`src/ola_pkg.sv`:
```
// ola_pkg: shared types and codes for the obstacle lane assigner
// no dependencies; used by ola_cfg and obstacle_lane_assigner_top
package ola_pkg;

  typedef enum logic [2:0] {
    REG_LEFT_C0  = 3'd0,
    REG_LEFT_C1  = 3'd1,
    REG_LEFT_C2  = 3'd2,
    REG_LEFT_C3  = 3'd3,
    REG_RIGHT_C0 = 3'd4,
    REG_RIGHT_C1 = 3'd5,
    REG_RIGHT_C2 = 3'd6,
    REG_RIGHT_C3 = 3'd7
  } reg_idx_e;

  // two's complement lane codes
  typedef enum logic [2:0] {
    LANE_CUR       = 3'b000,
    LANE_CUR_RIGHT = 3'b001,
    LANE_RIGHT     = 3'b010,
    LANE_ALL       = 3'b011,
    LANE_NONE      = 3'b101,
    LANE_LEFT      = 3'b110,
    LANE_LEFT_CUR  = 3'b111
  } lane_code_e;

  // left plus right coefficient sums and lane width
  typedef struct packed {
    logic signed [32:0] c0s;
    logic signed [32:0] c1s;
    logic signed [32:0] c2s;
    logic signed [32:0] c3s;
    logic [30:0]        lane_w;
  } coef_t;

  localparam logic [30:0] LANE_W_MAX = 31'h7FFF_FFFF;

endpackage

```
`src/ola_cfg.sv`:
```
// ola_cfg: apb register file for the lane boundary coefficients
// derives the coefficient sums and lane width; depends on ola_pkg
module ola_cfg #(
  parameter int unsigned POS_FRAC_BITS = 16
) (
  input  logic          clk_i,
  input  logic          rst_ni,
  input  logic          psel,
  input  logic          penable,
  input  logic          pwrite,
  input  logic [4:0]    paddr,
  input  logic [31:0]   pwdata,
  output logic [31:0]   prdata,
  output logic          pready,
  output ola_pkg::coef_t coef_o
);
  import ola_pkg::*;

  localparam logic [31:0] C0_RST     = 32'd7 << (POS_FRAC_BITS - 2);
  localparam logic [30:0] LANE_W_RST = 31'd7 << (POS_FRAC_BITS - 1);

  logic [31:0]        cfg_q [8];
  logic               wr_en;
  coef_t              coef_d, coef_q;
  logic signed [32:0] diff;
  logic [32:0]        mag;

  function automatic logic signed [32:0] sx(input logic [31:0] a);
    return {a[31], a};
  endfunction

  assign wr_en  = psel & penable & pwrite;
  assign pready = 1'b1;
  assign prdata = cfg_q[paddr[4:2]];

  always_ff @(posedge clk_i or negedge rst_ni) begin
    if (!rst_ni) begin
      for (int i = 0; i < 8; i++) begin
        if (i == int'(REG_LEFT_C0)) begin
          cfg_q[i] <= ~C0_RST + 32'd1;
        end else if (i == int'(REG_RIGHT_C0)) begin
          cfg_q[i] <= C0_RST;
        end else begin
          cfg_q[i] <= '0;
        end
      end
    end else if (wr_en) begin
      cfg_q[paddr[4:2]] <= pwdata;
    end
  end

  always_comb begin
    coef_d.c0s = sx(cfg_q[REG_LEFT_C0]) + sx(cfg_q[REG_RIGHT_C0]);
    coef_d.c1s = sx(cfg_q[REG_LEFT_C1]) + sx(cfg_q[REG_RIGHT_C1]);
    coef_d.c2s = sx(cfg_q[REG_LEFT_C2]) + sx(cfg_q[REG_RIGHT_C2]);
    coef_d.c3s = sx(cfg_q[REG_LEFT_C3]) + sx(cfg_q[REG_RIGHT_C3]);
    diff = sx(cfg_q[REG_RIGHT_C0]) - sx(cfg_q[REG_LEFT_C0]);
    mag  = diff[32] ? 33'(-diff) : 33'(diff);
    coef_d.lane_w = (mag[32:31] != 2'b00) ? LANE_W_MAX : mag[30:0];
  end

  always_ff @(posedge clk_i or negedge rst_ni) begin
    if (!rst_ni) begin
      coef_q <= '{c0s: '0, c1s: '0, c2s: '0, c3s: '0, lane_w: LANE_W_RST};
    end else begin
      coef_q <= coef_d;
    end
  end

  assign coef_o = coef_q;

endmodule

```
`config.mk`:
```
export PLATFORM = sky130hd
export DESIGN_NAME = ola_cfg
export DESIGN_NICKNAME = d
export VERILOG_FILES = /design/src/ola_pkg.sv /design/src/ola_cfg.sv
export SDC_FILE = /design/constraint.sdc
export NUM_CORES = 1
export LEC_CHECK = 0
export BUFFER_PORTS_ARGS = -buffer_cell sky130_fd_sc_hd__buf_2
export CAP_MARGIN = 30
export CELL_PAD_IN_SITES_DETAIL_PLACEMENT = 1
export CELL_PAD_IN_SITES_GLOBAL_PLACEMENT = 2
export CORE_ASPECT_RATIO = 0.5
export CORE_UTILIZATION = 35
export CTS_CLUSTER_SIZE = 28
export DETAILED_ROUTE_END_ITERATION = 16
export GPL_ROUTABILITY_DRIVEN = 1
export MAX_ROUTING_LAYER = met4
export PLACE_DENSITY = 0.82
export RECOVER_POWER = 50
export SETUP_SLACK_MARGIN = 0.02
export SYNTH_ARGS = -nofsm -noshare
export SYNTH_HDL_FRONTEND = slang
export SYNTH_SLANG_ARGS = --single-unit
```
`constraint.sdc`:
```
create_clock -name clk_i -period 4.2 [get_ports clk_i]
set_clock_uncertainty 0.15 [all_clocks]
set_input_delay 0.84 -clock clk_i [delete_from_list [all_inputs] [get_ports clk_i]]
set_output_delay 0.84 -clock clk_i [all_outputs]
set_load 0.005 [all_outputs]
```
# ---- Word-level counts from Yosys, hierarchy flattened
# Cells that the tools add are included.
dict set report totals {
  register_bits 419
  input_bits 42
  out_inout_bits 196
  elab_cells 34
}
dict set report op_classes {
  magnitude_cmp 2
  n_addsub 6
  mux 8
  reduce_logical 2
  bitwise 3
}
# operator count
set op_table {}
lappend op_table {{$bwmux W256} 1}
lappend op_table {{$add A32 B32 Y33} 4}
lappend op_table {{$bmux W32 S3} 1}
lappend op_table {{$demux W32 S3} 1}
lappend op_table {{$mux W32} 3}
lappend op_table {{$mux W33} 1}
lappend op_table {{$neg A33 Y33} 1}
lappend op_table {{$sub A32 B32 Y33} 1}
lappend op_table {{$mux W31} 1}
lappend op_table {{$ge A4 B4 Y1 const B} 1}
lappend op_table {{$lt A4 B1 Y1 const B} 1}
lappend op_table {{$not A3 Y4} 1}
lappend op_table {{$and A1 B1 Y1} 2}
lappend op_table {{$reduce_bool A2 Y1} 1}
lappend op_table {{$logic_and A1 B1 Y1} 1}

# ---- Depth between registers and ports, before layout
# Gate-level depths: netlist of the first run.
dict set report logic_depth {
  ltp_word 6
  ltp_mapped 16
  ltp_nobuf 14
}

# ---- Worst setup path after synthesis of the first run
# OpenSTA, ideal clock, no wires.
dict set report synth_timing {
  kind {register -> register}
  from {reg cfg_q[225] (netlist bit)}
  to {reg coef_q (netlist bit coef_o[14])}
  setup_time_ns 0.120
  synth_period_minus_slack_ns 3.995
  path_stages_with_launch 16
  n_path_buf 2
  required_ns 3.930
  setup_slack_ns 0.205
  arrival_time_ns 3.725
  path_cell_list {dfrtp_1 inv_1 ha_1 nor2b_4 o2111a_2 or4_4 a211oi_4 o221ai_2 nor4_2 nor3b_4 nand4_4 a2111oi_4 a2bb2oi_2 buf_6 buf_12 nand2_2}
}
# item line
set synth_lines {}
lappend synth_lines {{start, declared} ola_cfg.sv:22} ;# logic [31:0] cfg_q [8];
lappend synth_lines {{start signal, assigned by index} ola_cfg.sv:40} ;# cfg_q[i] <= ~C0_RST + 32'd1;
lappend synth_lines {{start signal, assigned by index} ola_cfg.sv:48} ;# cfg_q[paddr[4:2]] <= pwdata;
lappend synth_lines {{end signal, assigned} ola_cfg.sv:64} ;# coef_q <= '{c0s: '0, c1s: '0, c2s: '0, c3s: '0, lane_w: LANE_W_RST};
lappend synth_lines {{end signal, assigned} ola_cfg.sv:66} ;# coef_q <= coef_d;
lappend synth_lines {{end, declared} ola_cfg.sv:24} ;# coef_t coef_d, coef_q;

==> reports/results.tsv, run 1 <==
stage	metric	value	unit
finish	commonest non-fill, non-tap cell in the layout	dfrtp_1	
yosys	top_reg_cell synth	dfrtp_1	
setup_path	Slowest-stage cell, CP	a2111oi_4	
cts	CTS hold repair buffers	0	
global_route	gr ovfl total	0	
placed_design	dpl hpwl	63100	um
die	Core Area	0.0670	mm^2
setup_path	CP arrival	4350	ps
die	area of the die	0.0689	mm^2
sta	Setup WS post-layout	158	ps
yosys	Post-Syn Area	0.0237	mm^2
job	Max-Cap Viols	4	
sta	Peak Freq	0.247	GHz
setup_path	Crit Path Category	register to register	
finish	Final nets	2811	
yosys	Synth top area share	41.9	%
placed_design	I/O Buffers	234	
route	number of remaining DRC errors	0	
yosys	Synth area leaders	dfrtp_1 (42%), mux2_2 (10%), ha_1 (8.5%), a22oi_1 (4.0%), xnor2_1 (4.0%)	
die	Core Rows	67	
min_path	Min-Delay Path Class	register to register	
power_and_ir_drop	Pwr per Cell Area	649	mW/mm^2
status	failing checks	capacitance limit, slew limit	
finish	layout cell share with drive strength beyond 1	30.2	%
cts	TritonCTS Buffers	43	
setup_path	Crit. End Element	register	
die	Die W	370	um
cts	insertion delay to the later sink of the worst-skew pair	600	ps
route	post-route ant nets	0	
finish	most frequent cells in the layout	dfrtp_1 (394), buf_2 (231), mux2_2 (217)	
power_and_ir_drop	Peak VDD IR	0.277	mV
yosys	Post-synth EDFFs	0	
setup_path	Worst Path Required	4500	ps
setup_path	FF-to-FF setup slack	160	ps
cts	clock slew at reported path FFs	60	ps
power_and_ir_drop	overall power after layout	0.0186	W
route	wire per inst	23.6	um
yosys	FF+latch count, synth	419	
route	Initial DRC Count	1550	
finish	Fillers	7441	
setup_path	crit-path cells	inv_1 > ha_4 > buf_4 > nand2_1 > o21ai_0 > or3_1 > o211ai_1 > buf_4 > a21oi_1 > xnor2_1 > a21boi_2 > nand4_1 > a2111oi_4 > a2bb2oi_4 > buf_12 > o211ai_1	
status	run status	finished with violations	
route	drt first pass iters	7	
yosys	synthesized area per cell	10.6	um^2
cts	root buffer cell	clkbuf_16	
yosys	syn_nets	2453	
min_path	Hold Crit Endpoint	cfg_q[245]	
yosys	Seq/Total Area, Yosys	44.3	%
yosys	Synth Instances	2245	
yosys	Netlist cell types	81	
global_route	initial antenna violation count	12	
die	die height	186	um
sta	crit share post-route	96.2	%
sta	Worst-Margin Slew	2560	ps
min_path	worst hold start	cfg_q[245]	
setup_path	Critical R2R Launch	cfg_q[237]	
placed_design	post-place setup slack	-19.7	ps
yosys	Syn. warnings	0	
setup_path	largest incremental delay on the critical path	440	ps
setup_path	Startpoint Class	register	
sta	endpoints failing hold	0	
global_route	first-pass GRT wire length	124000	um
cts	CTS tree	built	
cts	clk buf depth	3	
sta	setup violators final	0	
cts	Max H-tree Level	2	
route	final wirelength	83500	um
yosys	cell taking the most area after synthesis	dfrtp_1	
setup_path	reg-to-reg endpoint	coef_o[1]	
global_route	vias in the first global route	20000	
global_route	largest net degree at the start of global routing	95	
die	Starting Density	35.4	%
route	via count	19600	
min_path	number of cells on the worst hold path	2	
finish	P&R area growth vs syn	20.7	%
setup_path	CP Max Fanout	12	
setup_path	FF-to-FF path depth	16	
sta	Slew HR	-70.7	%
cts	Sinks on Clock Net	419	
sta	max-slew violation count	176	
power_and_ir_drop	leakage dissipation	13.3	nW
sta	post-layout min period	4040	ps
route	drt via density	5.53	
placed_design	routability cong.	0.912	
global_route	GRT Total Usage	24.6	%
yosys	Synth async-reset ratio	100	%
die	I/O pin total	238	
[stage by stage]
| stage | TNS [ps] | utilization, % | hold WS (ps) | cells | area [um^2] |
|---|---|---|---|---|---|
| 6_report | 0 | 42.7 | 377 | 3541 | 28600 |
| 2_1_floorplan | 0 | - | 334 | 2245 | 23700 |
| 3_3_place_gp | 0 | 40.3 | 365 | 3446 | 27000 |
| 3_5_place_dp | -28.7 | 40.3 | 368 | 3446 | 27000 |
| 5_1_grt | -196 | 42.7 | 389 | 3540 | 28600 |
| 4_1_cts | 0 | 42.5 | 160 | 3524 | 28400 |
[worst max-delay path, delay by kind of cell (launching register included)]
family	cells	cell delay, ps
compound gates	7	1580
buf+inv	4	650
simple gates	3	620
flops	1	420
xor+xnor	1	260
fa+ha+maj	1	230
[area by class of cell]
type | instances | area [um^2] | share of cell area, %
Tap cell | 897 | 1120 | 3.92
Antenna cell | 8 | 20.0 | 0.0699
Clock inverter | 14 | 178 | 0.621
Sequential cell | 419 | 10500 | 36.7
Timing Repair Buffer | 403 | 2460 | 8.60
Inverter | 110 | 413 | 1.44
Multi-Input combinational cell | 1626 | 12700 | 44.3
Clock buffer | 64 | 1240 | 4.32
[sequential cells by signal, summed over array words and instances (netlist names)]
name,flops
cfg_q,256
coef_o,163
[cells in the mapped netlist (4+ instances only)]
cell       instances
dfrtp_1          397
mux2_2           217
ha_1             161
a21oi_1          143
a22oi_1          128
o21ai_0          126
nand2_1          114
inv_1            110
xnor2_1          109
nor2_1            96
clkbuf_1          79
a21o_1            60
nand4_1           48
xor2_1            39
nand3_1           34
nor3_1            33
nand2b_1          26
o21bai_1          24
dfstp_2           22
a211oi_1          20
a31oi_1           20
nand2_2           20
nor2b_1           19
o21a_1            16
and3_1            14
nor4_1            11
or3_1             11
o31ai_1           10
o211ai_1           9
or2_2              9
a21boi_0           8
and2_1             7
a221o_1            5
fa_1               5
nand3b_1           5
nor3b_1            5
o31a_1             5
a2111oi_0          4
a221oi_1           4
buf_2              4
o311ai_0           4
[logic make-up (layout without fill, tap and decap cells)]
logic type,after synthesis,after routing,synth area share (%)
compound gates,626,626,17.5
mux,220,220,10.4
other cells,1,9,0.0158
xor+xnor,148,148,5.46
buf+inv,200,591,3.37
flops,419,419,44.3
simple gates,465,465,10.0
fa+ha+maj,166,166,8.91
[per-layer routing]
metal	vias up	GRT usage (%)	wire length (um)
li1	8909	-	-
met1	10100	34.3	39200
met2	508	36.7	37000
met3	99	4.42	5630
met4	0	6.18	1740
met5	-	-	0
[worst max path at each step]
stage / start / to / slack, ps / cells past startpoint
detailed placement: cfg_q[96] / coef_o[1] / -20 / 16
CTS: cfg_q[97] / coef_o[1] / 30 / 13
finish: cfg_q[237] / coef_o[1] / 160 / 16
floorplan: cfg_q[225] / coef_o[14] / 210 / 15
global route: cfg_q[231] / coef_o[1] / -40 / 15
global placement: cfg_q[96] / coef_o[1] / 90 / 15
[power by group]
| part | total [W] | switching [W] | leakage, nW | internal (W) |
|---|---|---|---|---|
| Combinational | 0.00850 | 0.00473 | 7.56 | 0.00377 |
| Clock | 0.00394 | 0.00170 | 0.676 | 0.00223 |
| Sequential | 0.00615 | 0.000770 | 5.09 | 0.00538 |
| Total | 0.0186 | 0.00720 | 13.3 | 0.0114 |
[repair_timing]
item	CTS	global route
resized for setup	2	60
gates cloned	0	1
setup endpoints to repair	9	41
hold endpoints to repair	0	0
pin swaps	0	10
setup buffers	0	8
No activity file was read; power rests on OpenSTA's default activity.
==> run 2, diff against run 1 <==
==> constraint.sdc (replaced) <==
create_clock -name clk_i -period 4.2 [get_ports clk_i]
set_clock_uncertainty 0.15 [all_clocks]
set_input_delay 0.63 -clock clk_i [delete_from_list [all_inputs] [get_ports clk_i]]
set_output_delay 0.63 -clock clk_i [all_outputs]
set_load 0.005 [all_outputs]
==> run 2 against run 1 <==
Sequential share of layout area about the same. The run still ends with capacitance limit, slew limit left. Non-clock buffer count fell by 17. Wire length fell by 0.55%. Clock-buffer cell count is 7 lower. Worst hold slack got worse by 170 ps. Register-to-register slack worse by 100 ps. Core utilization about the same. Setup slack worse by 100 ps. Global-route usage barely moved. First-iteration DRC count shrank 0.26%. Critical path depth down 3. Clock power grew 14%.
==> reports/results.tsv, run 2 (synthesis gave the netlist of run 1 again) <==
stage	metric	value	unit	change
status	run status	finished with violations		
status	failing checks	capacitance limit, slew limit		
setup_path	CP Max Fanout	5		-7
route	final wirelength	83100	um	-0.55%
sta	max-slew violation count	139		-21%
setup_path	FF-to-FF path depth	13		-3
cts	TritonCTS Buffers	43		unchanged
finish	Fillers	7470		+0.39%
finish	Final nets	2794		-0.60%
global_route	gr ovfl total	0		unchanged
sta	setup violators final	0		unchanged
global_route	first-pass GRT wire length	125000	um	+0.80%
global_route	vias in the first global route	19800		-0.74%
setup_path	Crit. End Element	register		
die	Core Rows	67		unchanged
cts	insertion delay to the later sink of the worst-skew pair	610	ps	about the same
die	I/O pin total	238		unchanged
route	number of remaining DRC errors	0		unchanged
sta	post-layout min period	4150	ps	+105 ps
die	die height	186	um	unchanged
finish	area occupied by registers	0.0105	mm^2	about the same
finish	most frequent cells in the layout	dfrtp_1 (395), mux2_2 (217), buf_2 (190)		
job	Max-Cap Viols	2		-2
finish	layout cell share with drive strength beyond 1	28.2	%	-2.0 points
global_route	GRT Total Usage	24.6	%	about the same
global_route	met3 Resource Use GR	3.73	%	-0.69 points
power_and_ir_drop	leakage dissipation	13.2	nW	-0.66%
route	drt via density	5.54		+0.20%
placed_design	I/O Buffers	234		unchanged
power_and_ir_drop	Peak VDD IR	0.299	mV	+7.9%
route	post-route ant nets	0		unchanged
sta	Worst-Margin Slew	3230	ps	+673 ps
placed_design	dpl hpwl	63000	um	-0.22%
power_and_ir_drop	overall power after layout	0.0189	W	+1.6%
finish	fin util	42.7	%	about the same
cts	clock slew at reported path FFs	60	ps	about the same
global_route	initial antenna violation count	7		-5
cts	CTS hold repair buffers	0		unchanged
min_path	Min-Delay Path Class	input port to register		
die	Die W	370	um	unchanged
die	area of the die	0.0689	mm^2	unchanged
cts	Max H-tree Level	2		unchanged
finish	max reg flops	256		unchanged
die	Starting Density	35.4	%	unchanged
sta	Slew HR	-116	%	-45 points
cts	clk buf depth	3		unchanged
route	drt first pass iters	5		-2
route	via count	19500		-0.26%
cts	CTS tree	built		
finish	Top reg by flops	cfg_q		
sta	endpoints failing hold	0		unchanged
setup_path	Startpoint Class	register		
global_route	largest net degree at the start of global routing	120		+26%
setup_path	Worst Path Required	4510	ps	about the same
route	wire per inst	23.6	um	about the same
setup_path	CP arrival	4460	ps	+110 ps
min_path	number of cells on the worst hold path	3		+1
global_route	met2 Usage GRT	36.1	%	-0.60 points
finish	commonest non-fill, non-tap cell in the layout	dfrtp_1		
global_route	most crowded layer after global routing	met2		
sta	RSZ-0062 raised after global routing	true		
sta	crit share post-route	98.7	%	+2.5 points
finish	P&R area growth vs syn	20.6	%	about the same
sta	Peak Freq	0.241	GHz	-2.5%
global_route	M1 GR Usage	35.6	%	+1.3 points
route	Initial DRC Count	1546		-0.26%
finish	area of the multi-input gates	0.0126	mm^2	-0.68%
power_and_ir_drop	Pwr per Cell Area	660	mW/mm^2	+1.7%
cts	Sinks on Clock Net	419		unchanged
cts	root buffer cell	clkbuf_16		
placed_design	routability cong.	0.911		-0.13%
setup_path	Crit Path Category	register to register		
die	Core Area	0.0670	mm^2	unchanged
run 2: changes by cell type in the layout (fill, tap and decap cells not counted), sizes merged:
cell,delta
buf,-49
clkbuf,+25
bufinv,+7
inv,+3
clkinv,-1
diode,-1
run 2: where the power goes:
group	internal, W	total (W)	switching (W)
logic	0.00359	0.00825	0.00466
clock network	0.00268	0.00448	0.00179
registers	0.00537	0.00616	0.000788
total	0.0117	0.0189	0.00724
run 2: metrics by stage:
step                      TNS, ps  cells  setup WS (ps)  area, um^2  hold WS, ps
after CTS                       0   3515           41.8       28600         36.5
after detailed placement     -198   3435          -28.4       26900          381
final                           0   3525           53.4       28600          207
after global routing        -36.1   3523          -15.1       28600          196
after global placement          0   3435            104       26900          368
after floorplan                 0   2245            205       23700          184
run 2: timing repair:
item / in CTS / in global routing
setup endpoints to repair: 27 / 37
buffers inserted: 0 / 3
pin swaps: 0 / 5
gates resized for setup: 2 / 37
run 2: worst paths after layout:
check,end,slack (ps),from
min,cfg_q[252],210,pwdata[28]
max in group asynchronous,cfg_q[237],590,rst_ni
min reg2reg,cfg_q[247],390,cfg_q[247]
min in group asynchronous,coef_o[30],970,rst_ni
max reg2reg,coef_o[128],50,cfg_q[65]
max,coef_o[128],50,cfg_q[65]
run 2: final cells by class:
type                            instances  area share, %
Antenna cell                            7         0.0612
Clock buffer                           57           4.26
Clock inverter                         23           1.44
Inverter                              110           1.44
Multi-Input combinational cell       1626           44.0
Sequential cell                       419           36.7
Tap cell                              897           3.92
Timing Repair Buffer                  386           8.14
run 2: worst max-delay path, stage by stage, from the launching register on:
cell and delay [ps]:
dfrtp_1 400, ha_1 300, a21o_1 200, a21oi_1 220, o21ai_0 210, a2111oi_0 760, buf_4 230, o311ai_0 180
a21oi_1 210, nor2_1 160, a41o_1 360, a21oi_1 310, mux2i_1 230, o211ai_1 100
run 2: routing by layer:
metal	wire length, um	up-vias
met5	0	-
met4	1470	0
met3	5440	87
met2	36000	533
met1	40100	10100
li1	-	8854
==> run 3, diff against run 2 <==
RECOVER_POWER = not set   (was 50)
==> run 3 against run 2 <==
The run now ends clean. Combinational power up 0.7%. Setup slack better by 5.5 ps. Maximum frequency up 0.13%. Clock-buffer cell count unchanged. Register-to-register slack about the same. Global-route usage unchanged. Cell count unchanged. Non-clock buffer count unchanged. Final area up 0.31%. Worst hold slack worse by 190 ps. Die area unchanged.
==> reports/results.tsv, run 3 (synthesis gave the netlist of run 1 again) <==
stage	metric	value	unit	change
status	run status	completed		
sta	RSZ-0062 raised after global routing	true		
job	Max-Cap Viols	0		-2
cts	CTS tree	built		
setup_path	FF-to-FF path depth	13		unchanged
route	Detail Route met2 WL	36200	um	+0.52%
finish	most frequent cells in the layout	dfrtp_1 (395), buf_2 (233), mux2_2 (217)		
setup_path	crit-path cells	ha_1 > a21o_1 > a21oi_1 > o21ai_0 > a2111oi_0 > buf_4 > o311ai_0 > a21oi_1 > nor2_1 > a41o_1 > a21oi_1 > mux2i_1 > o211ai_1		
placed_design	post-place setup slack	-28.4	ps	unchanged
die	area of the die	0.0689	mm^2	unchanged
setup_path	delay-heaviest family, CP	compound AO/OA/AOI/OAI gates		
sta	Setup WS post-layout	58.9	ps	+5.54 ps
sta	Worst-Margin Slew	985	ps	-2250 ps
finish	P&R area growth vs syn	21.0	%	
route	M1 wire length	40000	um	-0.18%
finish	commonest non-fill, non-tap cell in the layout	dfrtp_1		
placed_design	routability cong.	0.911		unchanged
finish	Top reg by flops	cfg_q		
finish	Finished Layout Cells	3525		unchanged
global_route	vias in the first global route	19800		unchanged
die	Starting Density	35.4	%	unchanged
die	die height	186	um	unchanged
cts	insertion delay to the later sink of the worst-skew pair	610	ps	about the same
global_route	first-pass GRT wire length	125000	um	unchanged
global_route	initial antenna violation count	7		unchanged
route	number of remaining DRC errors	0		unchanged
global_route	gr ovfl total	0		unchanged
route	WL met3	5360	um	-1.4%
route	Initial DRC Count	1552		+0.39%
setup_path	largest incremental delay on the critical path	750	ps	about the same
finish	fin area	0.0287	mm^2	+0.31%
setup_path	CP arrival	4460	ps	about the same
route	wire per inst	23.6	um	about the same
setup_path	Most Frequent Cell on Critical Path	a21oi_1		
cts	clock slew at reported path FFs	60	ps	about the same
sta	Fin Hold WS	15.1	ps	-192 ps
route	drt first pass iters	5		unchanged
finish	fin util	42.9	%	+0.13 points
cts	Max H-tree Level	2		unchanged
setup_path	WP buf/inv	1		unchanged
finish	Final nets	2794		unchanged
sta	Slew HR	34.3	%	+150 points
placed_design	dpl hpwl	63000	um	unchanged
setup_path	Startpoint Class	register		
route	final wirelength	83000	um	about the same
finish	max reg flops	256		unchanged
sta	max-slew violation count	0		-100%
setup_path	Crit Path Category	register to register		
setup_path	Worst path depth	13		unchanged
sta	endpoints failing hold	0		unchanged
finish	Fillers	7445		-0.33%
die	Core Area	0.0670	mm^2	unchanged
setup_path	Worst Path Required	4510	ps	about the same
setup_path	Slowest-stage cell, CP	a2111oi_0		
placed_design	I/O Buffers	234		unchanged
route	via count	19600		+0.27%
route	Top Metal Used	met4		
sta	crit share post-route	98.6	%	-0.13 points
cts	Sinks on Clock Net	419		unchanged
sta	post-layout min period	4140	ps	-5.54 ps
die	Core Rows	67		unchanged
die	Die W	370	um	unchanged
setup_path	Crit. End Element	register		
placed_design	placed cells	3435		unchanged
power_and_ir_drop	Peak VDD IR	0.298	mV	-0.14%
cts	root buffer cell	clkbuf_16		
power_and_ir_drop	leakage dissipation	13.4	nW	+1.1%
finish	layout cell share with drive strength beyond 1	30.0	%	+1.8 points
cts	clk buf depth	3		unchanged
die	I/O pin total	238		unchanged
global_route	largest net degree at the start of global routing	120		unchanged
route	drt via density	5.56		+0.27%
power_and_ir_drop	Pwr per Cell Area	659	mW/mm^2	about the same
placed_design	Cell Area, Placed	0.0269	mm^2	unchanged
sta	setup violators final	0		unchanged
cts	TritonCTS Buffers	43		unchanged
min_path	Min-Delay Path Class	input port to asynchronous set/reset pin		
global_route	GRT Total Usage	24.6	%	unchanged
sta	Peak Freq	0.241	GHz	+0.13%
setup_path	CP Max Fanout	5		unchanged
route	post-route ant nets	0		unchanged
==> run 3: cell count changes in the layout (fill, tap and decap cells not counted) <==
cell	delta
nor3_1	-1
nor3_2	+1
buf_4	+6
buf_2	+43
buf_8	+1
clkbuf_1	-46
clkbuf_2	-4
==> run 3: power breakdown <==
| part | switching, W | total, W | internal (W) |
|---|---|---|---|
| logic | 0.00466 | 0.00831 | 0.00364 |
| clock network | 0.00179 | 0.00447 | 0.00268 |
| registers | 0.000781 | 0.00615 | 0.00537 |
==> run 3: routing by layer <==
| metal | global-route usage [%] | up-vias |
|---|---|---|
| li1 | - | 8846 |
| met1 | 35.6 | 10100 |
| met2 | 36.1 | 549 |
| met3 | 3.73 | 81 |
| met4 | 5.22 | 0 |
| met5 | - | - |
==> run 3: final timing paths <==
path	start	to	slack (ps)
setup / recovery	cfg_q[65]	coef_o[128]	60
hold / removal	rst_ni	coef_o[30]	20
setup reg to reg	cfg_q[65]	coef_o[128]	60
hold reg to reg	cfg_q[247]	cfg_q[247]	390
max in group asynchronous	rst_ni	cfg_q[111]	2720
min in group clk_i	pwdata[28]	cfg_q[252]	210
==> run 3: timing repair <==
action,4_1_cts,5_1_grt
pin swaps,0,5
setup buffers,0,3
gates cloned,0,0
endpoints found under the setup margin,27,37
resized for setup,2,37
endpoints found under the hold margin,0,0
hold buffers,0,0
==> run 3: final cells by class <==
type                       count  area, um^2  share of cell area [%]
antenna                        7        17.5                  0.0610
multi-input combinational   1626       12600                    43.9
clock inverter                23         413                    1.44
timing repair buffer         386        2410                    8.41
inverter                     110         413                    1.44
clock buffer                  57        1220                    4.24
sequential                   419       10500                    36.6
tap                          897        1120                    3.91
==> run 3: through the flow <==
stage	total power [W]	TNS, ps
2_1_floorplan	0.0109	0
3_3_place_gp	0.0142	0
3_5_place_dp	0.0144	-198
4_1_cts	0.0190	0
5_1_grt	0.0201	-36.1
6_report	0.0189	0
==> run 3: worst register-to-register path, cell delays in order, from the launching register on <==
cell	delay, ps
dfrtp_1	400
ha_1	300
a21o_1	200
a21oi_1	220
o21ai_0	210
a2111oi_0	750
buf_4	230
o311ai_0	180
a21oi_1	210
nor2_1	160
a41o_1	370
a21oi_1	310
mux2i_1	230
o211ai_1	100
